## src/rtl/core/particle_state_update_top_defines.svh

```systemverilog
// ----------------------------------------------------------------------------
// Particle state update - assertion macros
// Shared property wrappers used by the top-level checks.
// ----------------------------------------------------------------------------
`ifndef PARTICLE_STATE_UPDATE_TOP_DEFINES_SVH
`define PARTICLE_STATE_UPDATE_TOP_DEFINES_SVH

// Same-cycle implication, disabled during reset
`define PSU_ASSERT_NOW(lbl, ante, cons, msg) \
  lbl: assert property (@(posedge clk) disable iff (rst) (ante) |-> (cons)) else $error(msg);

// Next-cycle implication, disabled during reset
`define PSU_ASSERT_NEXT(lbl, ante, cons, msg) \
  lbl: assert property (@(posedge clk) disable iff (rst) (ante) |=> (cons)) else $error(msg);

`endif

```

## src/rtl/core/psu_pkg.sv

```systemverilog
// ----------------------------------------------------------------------------
// Particle state update package
// Field widths, record layouts, register indexes and saturation helpers.
// ----------------------------------------------------------------------------
package psu_pkg;

  localparam int FRAC_BITS_DEF   = 16;
  localparam int QUEUE_DEPTH_DEF = 4;

  localparam int WORD_W      = 32;
  localparam int DT_W        = 17;
  localparam int AGE_W       = 31;
  localparam int IN_W        = 336;
  localparam int OUT_W       = 288;
  localparam int CFG_ADDR_W  = 3;
  localparam int PROD_W      = WORD_W + DT_W;   // signed word times step
  localparam int DRAG_PROD_W = AGE_W + DT_W;    // unsigned drag times step

  // Register indexes
  localparam logic [CFG_ADDR_W-1:0] REG_GRAVITY_X   = 3'd0;
  localparam logic [CFG_ADDR_W-1:0] REG_GRAVITY_Y   = 3'd1;
  localparam logic [CFG_ADDR_W-1:0] REG_GRAVITY_UP  = 3'd2;
  localparam logic [CFG_ADDR_W-1:0] REG_DRAG_RATE   = 3'd3;
  localparam logic [CFG_ADDR_W-1:0] REG_GROUND_MODE = 3'd4;
  localparam logic [CFG_ADDR_W-1:0] REG_STICK_TIME  = 3'd5;
  localparam logic [CFG_ADDR_W-1:0] REG_SCREEN_MODE = 3'd6;

  // Ground handling codes; the unused codes act as no handling
  localparam logic [1:0] GROUND_DIE   = 2'd1;
  localparam logic [1:0] GROUND_STICK = 2'd2;

  typedef enum logic [1:0] {
    KIND_DEAD,
    KIND_GROUNDED,
    KIND_FLYING
  } psu_kind_t;

  typedef struct packed {
    logic               screen_mode;
    logic [AGE_W-1:0]   stick_time;
    logic [1:0]         ground_mode;
    logic [AGE_W-1:0]   drag_rate;
    logic signed [31:0] gravity_up;
    logic signed [31:0] gravity_y;
    logic signed [31:0] gravity_x;
  } psu_cfg_t;

  // Input record, last field in the lowest bits
  typedef struct packed {
    logic               grounded_in;
    logic [AGE_W-1:0]   life_in;
    logic [AGE_W-1:0]   age_in;
    logic signed [31:0] spin_rate;
    logic signed [31:0] angle_in;
    logic signed [31:0] vel_up;
    logic signed [31:0] vel_y;
    logic signed [31:0] vel_x;
    logic signed [31:0] height_in;
    logic signed [31:0] pos_y;
    logic signed [31:0] pos_x;
    logic [DT_W-1:0]    time_step;
  } psu_in_t;

  // Result record, last field in the lowest bits
  typedef struct packed {
    logic               new_grounded;
    logic [AGE_W-1:0]   new_life;
    logic [AGE_W-1:0]   new_age;
    logic signed [31:0] new_angle;
    logic signed [31:0] new_vel_up;
    logic signed [31:0] new_vel_y;
    logic signed [31:0] new_vel_x;
    logic signed [31:0] new_height;
    logic signed [31:0] new_pos_y;
    logic signed [31:0] new_pos_x;
    logic               alive;
  } psu_out_t;

  // Classified item held in the queue
  typedef struct packed {
    psu_kind_t          kind;
    logic [AGE_W-1:0]   age;
    logic [AGE_W-1:0]   life;
    logic signed [31:0] spin_rate;
    logic signed [31:0] angle;
    logic signed [31:0] vel_up;
    logic signed [31:0] vel_y;
    logic signed [31:0] vel_x;
    logic signed [31:0] height;
    logic signed [31:0] pos_y;
    logic signed [31:0] pos_x;
    logic [DT_W-1:0]    time_step;
  } psu_entry_t;

  typedef struct packed {
    logic full;
    logic empty;
  } psu_qstat_t;

  function automatic logic signed [31:0] sat32(input logic signed [63:0] v);
    logic signed [31:0] r;
    if (v > 64'sd2147483647) r = 32'sh7fffffff;
    else if (v < -64'sd2147483648) r = 32'sh80000000;
    else r = v[31:0];
    return r;
  endfunction

  // Sum of two non-negative 31-bit values, clamped to the 31-bit range
  function automatic logic [AGE_W-1:0] addu31(input logic [AGE_W-1:0] a,
                                              input logic [AGE_W-1:0] b);
    logic [AGE_W:0] s;
    s = {1'b0, a} + {1'b0, b};
    return s[AGE_W] ? {AGE_W{1'b1}} : s[AGE_W-1:0];
  endfunction

endpackage

```

## src/rtl/core/psu_front.sv

```systemverilog
// ----------------------------------------------------------------------------
// Particle state update - front end
// Accepts particle records, ages them and sorts them into dead, grounded
// or flying before they enter the queue.
// ----------------------------------------------------------------------------
module psu_front
  import psu_pkg::*;
(
  input  logic             rst,
  input  logic             s_tvalid,
  output logic             s_tready,
  input  logic [IN_W-1:0]  s_tdata,
  input  psu_qstat_t       q_stat,
  output logic             q_push,
  output psu_entry_t       q_data
);

  psu_in_t          item;
  logic [AGE_W-1:0] age_new;
  logic             alive;

  assign item = s_tdata;

  // Take a transaction whenever the queue has room and reset is low
  assign s_tready = !q_stat.full && !rst;
  assign q_push   = s_tvalid && s_tready;

  // Age step and expiry check
  always_comb begin
    age_new = addu31(item.age_in, AGE_W'(item.time_step));
    alive   = age_new < item.life_in;
  end

  always_comb begin
    q_data.kind      = !alive ? KIND_DEAD : (item.grounded_in ? KIND_GROUNDED : KIND_FLYING);
    q_data.age       = age_new;
    q_data.life      = item.life_in;
    q_data.spin_rate = item.spin_rate;
    q_data.angle     = item.angle_in;
    q_data.vel_up    = item.vel_up;
    q_data.vel_y     = item.vel_y;
    q_data.vel_x     = item.vel_x;
    q_data.height    = item.height_in;
    q_data.pos_y     = item.pos_y;
    q_data.pos_x     = item.pos_x;
    q_data.time_step = item.time_step;
  end

endmodule

```

## config.mk

```make
export PLATFORM = sky130hd
export DESIGN_NAME = psu_front
export DESIGN_NICKNAME = d
export VERILOG_FILES = /design/src/rtl/core/particle_state_update_top_defines.svh /design/src/rtl/core/psu_pkg.sv /design/src/rtl/core/psu_front.sv
export SDC_FILE = /design/constraint.sdc
export NUM_CORES = 1
export LEC_CHECK = 0
export ABC_AREA = 0
export BUFFER_PORTS_ARGS = -buffer_cell sky130_fd_sc_hd__buf_2
export CAP_MARGIN = 10
export CORE_AREA = 8 8 258 260
export DETAILED_ROUTE_END_ITERATION = 6
export DIE_AREA = 0 0 266 268
export SETUP_SLACK_MARGIN = 0.1
export SYNTH_ARGS = -nofsm -noshare
export SYNTH_HDL_FRONTEND = slang
export SYNTH_SLANG_ARGS = --single-unit
```

## constraint.sdc

```tcl
create_clock -name vclk -period 12.95
set_clock_uncertainty 0.1 [all_clocks]
set_input_delay 1.9425 -clock vclk [all_inputs]
set_output_delay 1.9425 -clock vclk [all_outputs]
set_load 0.02 [all_outputs]
```

==> flow_summary.json <==
{
  "start_util_pct": 7.19,
  "first_pass_iters": 4,
  "slew_viol_final": 0,
  "min_to": "q_data[176]",
  "max_freq_mhz": 111,
  "period_minus_slack_ps": 8980,
  "fin_cells": 1323,
  "grt_pass1_vias": 3458,
  "yosys.area.top_type_share_pct": 50.9,
  "p_leak_uw": 0.00181,
  "cts_resized": 0,
  "syn_to_final_growth_pct": -9.32,
  "rows": 92,
  "io_pins": 679,
  "outcome": "finished clean",
  "rsz0062_at_grt": "false",
  "grt-ovfl-total": 0,
  "antenna_found_initial": 9,
  "route.detailed.wl_per_inst_um": 21.8,
  "cap_viol_max_count": 0,
  "ctsHoldBuffers": 0,
  "setup_viol": 0,
  "grt_pass1_wl_um": 35200,
  "tns_ps": 0,
  "grt_start_max_net_pins": 21,
  "layout-drive-gt1-share_pct": 38.5,
  "die-area_um2": 71300,
  "ys_warn_count": 0,
  "ant_nets": 0,
  "hold_depth": 0,
  "numPlacedInstances": 1321,
  "synth.most_common_cell": "buf_4",
  "syn_nets": 1007,
  "crit_arrival_ps": 6940,
  "synthCells": 619,
  "gp_congestion": 0.792,
  "hold_slack_ps": 3790,
  "nets": 865,
  "cp_max_fo": 20,
  "crit_start": "s_tdata[5]",
  "post_cts_buffers": 0,
  "avgSynthCellArea_um2": 7.24,
  "yosysUniqueCellTypes": 52,
  "synthTopCellsByCount": "buf_4, nand2_1, ha_1, inv_1, nor2_1",
  "flops_and_latches": 0,
  "grtUsageTotal_pct": 7.48,
  "critPathRequiredTime_ps": 10910,
  "syn_area_um2": 4480,
  "start_kind": "primary input",
  "ir_worst_vdd_v": 0.0000117,
  "final_util_pct": 6.52,
  "end_kind": "output port",
  "drc": 0,
  "dp_hpwl_um": 26800,
  "final-seq-area_um2": 0,
  "finalWirelength_um": 28800,
  "die_w_um": 266,
  "numPortBuffers": 166,
  "crit_type": "in2out",
  "worst_slew_pin_slew_ps": 826,
  "hp-class": "in2out",
  "holdCritStartpoint": "s_tdata[176]",
  "core_um2": 62400,
  "die_y_um": 268,
  "relSlewSlack_pct": 44.5,
  "viasPerCell": 2.57,
  "period_share_pct": 69.4,
  "p_per_area_nw_per_um2": 51.3,
  "hold_viol": 0,
  "vias": 3405,
  "synth_area_leader_cell": "buf_4",
  "clkbuf_count": 0,
  "ys_seq_area_share_pct": 0,
  "drt_iter0_drc": 78,
  "synth.area.top_cells": "buf_4, ha_1, nand2_1"
}
-- cells by family (layout without fill, tap and decap cells) --
group	Yosys count	after routing	synth area share, %
compound gates	90	90	14.9
xor+xnor	17	17	3.32
fa+ha+maj	48	48	13.6
buf+inv	345	201	54.6
mux	6	6	1.51
other cells	0	2	0
simple gates	113	113	12.2
-- per-layer routing --
| metal | up-vias | part of all wire [%] | GRT usage [%] |
|---|---|---|---|
| met2 | 418 | 43 | 11.7 |
| met5 | - | 0.13 | 0.338 |
| met3 | 132 | 18 | 5.49 |
| li1 | 1470 | - | - |
| met1 | 1383 | 33 | 7.09 |
| met4 | 2 | 6.9 | 4.41 |
-- metrics by stage --
step	setup slack, ps	instance area [µm²]	total power (µW)
6_report	3970	4070	209
5_1_grt	3340	4070	237
4_1_cts	3530	4060	220
3_5_place_dp	3550	4060	219
3_3_place_gp	3580	4060	218
2_1_floorplan	5310	4480	245
-- layout by cell type (no fill, tap or decap), types with 4 or more instances in the layout --
cell,synthesis,layout
o21a_1,4,4
inv_1,34,34
nand2b_1,4,4
a31oi_1,5,5
mux2_1,4,4
nand2_1,49,49
nor2_1,22,22
xor2_1,11,11
a21oi_1,14,14
o21ai_1,4,4
o21ai_0,17,17
a21o_1,15,15
xnor2_1,6,6
nor3_1,4,4
ha_1,47,47
nand3_1,9,9
buf_2,3,166
a211oi_1,6,6
and3_1,7,7
nand4_1,4,4
-- critical path, cell delays in order --
cell       delay, ps
buf_2            100
ha_1             340
nor3_1           690
nor3b_2          140
nand4_2          210
a31oi_4          170
o21ai_4          440
buf_4            400
nand3_1          190
ha_1             330
and3_1           210
a221oi_1         240
o21ai_1          270
nor2b_1          210
nor3b_1          540
o2111ai_1        210
nand3_1          100
buf_2            180
-- area by class of cell --
type	instances	area, µm²
fillers	7464	58300
multi-input cells	274	2040
well taps	846	1060
repair buffers	167	838
inverters	34	128
diodes	2	5.00
-- report_power, final --
group	internal [µW]	switching, µW	total [µW]
sequential	0	0	0
clock	0.0000208	0	0.0000208
combinational	70.8	138	209
-- worst max path at each step --
stage	cells after the start	to	slack (ps)
global route	18	q_data[335]	3340
finish	18	q_data[335]	3970
CTS	18	q_data[335]	3530
global placement	18	q_data[335]	3580
detailed placement	18	q_data[335]	3550
floorplan	17	q_data[335]	5310
Power figures use the tool's default switching activity.
