## config.mk

```make
export PLATFORM = sky130hd
export DESIGN_NAME = psu_queue
export DESIGN_NICKNAME = d
export VERILOG_FILES = /design/src/rtl/core/particle_state_update_top_defines.svh /design/src/rtl/core/psu_pkg.sv /design/src/rtl/core/psu_queue.sv
export SDC_FILE = /design/constraint.sdc
export NUM_CORES = 1
export LEC_CHECK = 0
export BUFFER_PORTS_ARGS = -buffer_cell sky130_fd_sc_hd__buf_4
export CORE_MARGIN = 1
export CORE_UTILIZATION = 52
export DETAILED_ROUTE_END_ITERATION = 8
export PLACE_DENSITY = 0.7
export SETUP_SLACK_MARGIN = 0.15
export SYNTH_ARGS = -nofsm -noshare
export SYNTH_HDL_FRONTEND = slang
export SYNTH_SLANG_ARGS = --single-unit
```

## constraint.sdc

```tcl
create_clock -name clk -period 22.1 [get_ports clk]
set_clock_uncertainty 0.05 [all_clocks]
set_input_delay 4.42 -clock clk [delete_from_list [all_inputs] [get_ports clk]]
set_output_delay 4.42 -clock clk [all_outputs]
set_load 0.02 [all_outputs]
```

## src/rtl/core/particle_state_update_top_defines.svh

```systemverilog
// ----------------------------------------------------------------------------
// Particle state update - assertion macros
// Shared property wrappers used by the top-level checks.
// ----------------------------------------------------------------------------
`ifndef PARTICLE_STATE_UPDATE_TOP_DEFINES_SVH
`define PARTICLE_STATE_UPDATE_TOP_DEFINES_SVH

// Same-cycle implication, disabled during reset
`define PSU_ASSERT_NOW(lbl, ante, cons, msg) \
  lbl: assert property (@(posedge clk) disable iff (rst) (ante) |-> (cons)) else $error(msg);

// Next-cycle implication, disabled during reset
`define PSU_ASSERT_NEXT(lbl, ante, cons, msg) \
  lbl: assert property (@(posedge clk) disable iff (rst) (ante) |=> (cons)) else $error(msg);

`endif

```

## src/rtl/core/psu_pkg.sv

```systemverilog
// ----------------------------------------------------------------------------
// Particle state update package
// Field widths, record layouts, register indexes and saturation helpers.
// ----------------------------------------------------------------------------
package psu_pkg;

  localparam int FRAC_BITS_DEF   = 16;
  localparam int QUEUE_DEPTH_DEF = 4;

  localparam int WORD_W      = 32;
  localparam int DT_W        = 17;
  localparam int AGE_W       = 31;
  localparam int IN_W        = 336;
  localparam int OUT_W       = 288;
  localparam int CFG_ADDR_W  = 3;
  localparam int PROD_W      = WORD_W + DT_W;   // signed word times step
  localparam int DRAG_PROD_W = AGE_W + DT_W;    // unsigned drag times step

  // Register indexes
  localparam logic [CFG_ADDR_W-1:0] REG_GRAVITY_X   = 3'd0;
  localparam logic [CFG_ADDR_W-1:0] REG_GRAVITY_Y   = 3'd1;
  localparam logic [CFG_ADDR_W-1:0] REG_GRAVITY_UP  = 3'd2;
  localparam logic [CFG_ADDR_W-1:0] REG_DRAG_RATE   = 3'd3;
  localparam logic [CFG_ADDR_W-1:0] REG_GROUND_MODE = 3'd4;
  localparam logic [CFG_ADDR_W-1:0] REG_STICK_TIME  = 3'd5;
  localparam logic [CFG_ADDR_W-1:0] REG_SCREEN_MODE = 3'd6;

  // Ground handling codes; the unused codes act as no handling
  localparam logic [1:0] GROUND_DIE   = 2'd1;
  localparam logic [1:0] GROUND_STICK = 2'd2;

  typedef enum logic [1:0] {
    KIND_DEAD,
    KIND_GROUNDED,
    KIND_FLYING
  } psu_kind_t;

  typedef struct packed {
    logic               screen_mode;
    logic [AGE_W-1:0]   stick_time;
    logic [1:0]         ground_mode;
    logic [AGE_W-1:0]   drag_rate;
    logic signed [31:0] gravity_up;
    logic signed [31:0] gravity_y;
    logic signed [31:0] gravity_x;
  } psu_cfg_t;

  // Input record, last field in the lowest bits
  typedef struct packed {
    logic               grounded_in;
    logic [AGE_W-1:0]   life_in;
    logic [AGE_W-1:0]   age_in;
    logic signed [31:0] spin_rate;
    logic signed [31:0] angle_in;
    logic signed [31:0] vel_up;
    logic signed [31:0] vel_y;
    logic signed [31:0] vel_x;
    logic signed [31:0] height_in;
    logic signed [31:0] pos_y;
    logic signed [31:0] pos_x;
    logic [DT_W-1:0]    time_step;
  } psu_in_t;

  // Result record, last field in the lowest bits
  typedef struct packed {
    logic               new_grounded;
    logic [AGE_W-1:0]   new_life;
    logic [AGE_W-1:0]   new_age;
    logic signed [31:0] new_angle;
    logic signed [31:0] new_vel_up;
    logic signed [31:0] new_vel_y;
    logic signed [31:0] new_vel_x;
    logic signed [31:0] new_height;
    logic signed [31:0] new_pos_y;
    logic signed [31:0] new_pos_x;
    logic               alive;
  } psu_out_t;

  // Classified item held in the queue
  typedef struct packed {
    psu_kind_t          kind;
    logic [AGE_W-1:0]   age;
    logic [AGE_W-1:0]   life;
    logic signed [31:0] spin_rate;
    logic signed [31:0] angle;
    logic signed [31:0] vel_up;
    logic signed [31:0] vel_y;
    logic signed [31:0] vel_x;
    logic signed [31:0] height;
    logic signed [31:0] pos_y;
    logic signed [31:0] pos_x;
    logic [DT_W-1:0]    time_step;
  } psu_entry_t;

  typedef struct packed {
    logic full;
    logic empty;
  } psu_qstat_t;

  function automatic logic signed [31:0] sat32(input logic signed [63:0] v);
    logic signed [31:0] r;
    if (v > 64'sd2147483647) r = 32'sh7fffffff;
    else if (v < -64'sd2147483648) r = 32'sh80000000;
    else r = v[31:0];
    return r;
  endfunction

  // Sum of two non-negative 31-bit values, clamped to the 31-bit range
  function automatic logic [AGE_W-1:0] addu31(input logic [AGE_W-1:0] a,
                                              input logic [AGE_W-1:0] b);
    logic [AGE_W:0] s;
    s = {1'b0, a} + {1'b0, b};
    return s[AGE_W] ? {AGE_W{1'b1}} : s[AGE_W-1:0];
  endfunction

endpackage

```

## src/rtl/core/psu_queue.sv

```systemverilog
// ----------------------------------------------------------------------------
// Particle state update - item queue
// Short register queue between front end and integration pipeline.
// ----------------------------------------------------------------------------
module psu_queue
  import psu_pkg::*;
#(
  parameter int DEPTH = QUEUE_DEPTH_DEF
) (
  input  logic       clk,
  input  logic       rst,
  input  logic       push,
  input  psu_entry_t push_data,
  input  logic       pop,
  output psu_entry_t pop_data,
  output psu_qstat_t stat
);

  localparam int AW = (DEPTH > 1) ? $clog2(DEPTH) : 1;
  localparam int CW = $clog2(DEPTH + 1);

  psu_entry_t     slots [DEPTH];
  logic [AW-1:0]  wr_ptr;
  logic [AW-1:0]  rd_ptr;
  logic [CW-1:0]  count;

  assign stat.full  = count == CW'(DEPTH);
  assign stat.empty = count == '0;
  assign pop_data   = slots[rd_ptr];

  // Storage write
  always_ff @(posedge clk) begin
    if (push) begin
      slots[wr_ptr] <= push_data;
    end
  end

  // Pointers and fill count
  always_ff @(posedge clk) begin
    if (rst) begin
      wr_ptr <= '0;
      rd_ptr <= '0;
      count  <= '0;
    end else begin
      if (push) begin
        wr_ptr <= (wr_ptr == AW'(DEPTH - 1)) ? '0 : wr_ptr + AW'(1);
      end
      if (pop) begin
        rd_ptr <= (rd_ptr == AW'(DEPTH - 1)) ? '0 : rd_ptr + AW'(1);
      end
      if (push && !pop) begin
        count <= count + CW'(1);
      end else if (pop && !push) begin
        count <= count - CW'(1);
      end
    end
  end

endmodule

```

==> reports/metrics.yaml <==
status: "finished, final reports clean"
cp_slowest_cell: "buf_4"
gp_congestion: 0.7645
cp.required_ns: 17.63
vias: 22143
routed_wl_mm: 104.0
rows: 112
area_growth_pct: 20.67
critPathMaxStageDelay_ns: 0.92
multiInputGateArea_mm2: 0.007845
arrival_ns: 5.61
firstDrtPassIters: 5
core_mm2: 0.09375
place_inst: 3684
period_minus_slack_ns: 10.08
detail_route.vias_per_cell: 5.612
crit_chain: "buf_4 > buf_4 > buf_4 > buf_4 > mux4_2 > buf_4"
crit_path_frequent_cell: "buf_4"
crit_type: "reg2out"
hp-class: "reg2reg"
setup-violations-final: 0
grt_setup_unrepaired: "no"
grt_pass1_wl_mm: 149.5
fmax_ghz: 0.09916
hpwl_mm: 63.96
synth_area_mm2: 0.04944
leakage_nw: 19.85
syn_inst: 1804
antenna_found_initial: 33
die_w_um: 310.3
drv_slew: 0
syn-num-nets: 2152
stdcell_count: 3946
wire_per_inst_um: 26.37
drive_gt1_share_pct: 45.85
drc_errors: 0
setup_ws_ns: 12.02
maxCapViolCount: 0
cts_tree: "built"
cts_made_buffers: 137
io_buffers: 679
cts_resized: 0
clock_latency_ns: 0.73
ys_types: 20
grt_max_degree: 154
path_clk_slew_ns: 0.06
fin_tns_setup_ns: 0
regArea_mm2: 0.04067
p_per_area_mw_per_mm2: 96.32
drtIter0Drc: 1851
io_pins: 680
pre_cts_ws_ns: 12.48
grt_overflow: 0
ant_nets: 0
ctsHtreeMaxLevel: 4
start_util_pct: 52.73
cts_root_buf: "clkbuf_16"
synth_warnings: 0
grt_pass1_vias: 23457
slew-limit-headroom_pct: 6.937
vdd_ir_drop_max_v: 0.00007790
reg2reg_slack_ns: 18.36
ys_seq_area_share_pct: 82.24
startpoint_type: "flip-flop"
finalHoldViolCount: 0
worst_pin_slew_ns: 1.396
cts_setup_buffers: 0
clock_path_buffers: 3
fin_nets: 2917
track_usage_pct: 21.48
power.total_mw: 5.746
endpoint_kind: "output port"
holdBufCountCts: 0
fillers: 6126
synth.avg_cell_area_um2: 27.40
synth_seq_cells: 1357
die_area_mm2: 0.09631
die_y_um: 310.3
timing.final.crit_share_pct: 45.63
cp_max_fo: 51
cts.sinks: 1357
## cells in the mapped netlist
cell type / count / area, um^2
mux2i_1: 4 / 40.04
nor2_1: 7 / 26.28
buf_12: 36 / 720.7
buf_8: 1 / 15.01
fa_1: 1 / 20.02
buf_2: 34 / 170.2
dfxtp_1: 9 / 180.2
mux4_2: 337 / 7590
edfxtp_1: 1348 / 40480
nor3_1: 1 / 5.000
o21ai_0: 1 / 5.000
a21oi_1: 2 / 10.01
xor2_1: 2 / 17.52
inv_1: 4 / 15.01
clkbuf_1: 3 / 11.26
buf_6: 1 / 11.26
nor3b_1: 2 / 15.01
ha_1: 6 / 75.07
or3_1: 1 / 6.260
and2_1: 4 / 25.02
## state kept, by name (all words and copies together), names as in the netlist, named ones only
signal,count
rd_ptr,2
count,3
slots,1348
wr_ptr,2
## layout make-up
cell class	count	area share, %
multi-input combinational	368	13.15
sequential	1357	68.17
inverter	4	0.02517
clock inverter	73	0.9962
timing repair buffer	701	8.926
tap	1254	2.630
clock buffer	169	6.019
antenna	20	0.08389
## cells by family (layout without fill, tap and decap cells)
family | after synthesis | after routing | synth area share [%]
compound gates | 3 | 3 | 0.03036
flops | 1357 | 1357 | 82.24
buf+inv | 79 | 947 | 1.908
fa+ha+maj | 7 | 7 | 0.1923
other cells | 0 | 20 | 0
mux | 341 | 341 | 15.43
xor+xnor | 2 | 2 | 0.03544
simple gates | 15 | 15 | 0.1569
## path summary, 6_finish.rpt
check | from | end | cells past startpoint
min reg2reg | count[2]$_SDFFE_PP0P_ | count[2]$_SDFFE_PP0P_ | 2
max | flip-flop | pop_data[86] | 6
min | count[2]$_SDFFE_PP0P_ | count[2]$_SDFFE_PP0P_ | 2
max reg2reg | wr_ptr[0]$_SDFFE_PP0P_ | slots[3][265]$_DFFE_PP_ | 4
## power by group
part / total [mW] / internal, mW / switching [mW] / leakage [nW]
clock: 2.16 / 1.22 / 0.939 / 2.03
combinational: 0.600 / 0.264 / 0.336 / 5.37
sequential: 2.99 / 2.96 / 0.0315 / 12.5
total: 5.75 / 4.44 / 1.31 / 19.9
## cell usage in the layout, fill, tap and decap left out, drive strengths merged, types with 2 or more instances in the layout
cell type and n:
buf 701, inv 14, clkinvlp 5, ha 6
nor2 7, dfxtp 9, and2 4, nor3b 2
edfxtp 1348, a21oi 2, diode 20, clkinv 53
xor2 2, clkbuf 169, bufinv 5, mux2i 4
mux4 337
## stage by stage
step / cell area [um^2] / hold WS, ns / util, %
2_1_floorplan: 49440 / 0.4103 / -
3_3_place_gp: 55420 / 0.4269 / 59.12
3_5_place_dp: 55420 / 0.4625 / 59.12
4_1_cts: 59610 / 0.4702 / 63.58
5_1_grt: 59650 / 0.5153 / 63.63
6_report: 59660 / 0.4595 / 63.63
## critical path, delay by kind of cell (launching register included)
kind / cells / cell delay, ns
mux: 1 / 0.62
buf+inv: 5 / 3.31
flops: 1 / 0.77
## metal layers
metal	wire, um	global-route usage (%)	up-vias
met5	172	0	-
met4	3678	9.657	24
met3	9153	7.894	204
met2	53670	35.18	776
met1	37370	25.49	11700
li1	-	-	9439
(Power assumes the default switching activity.)
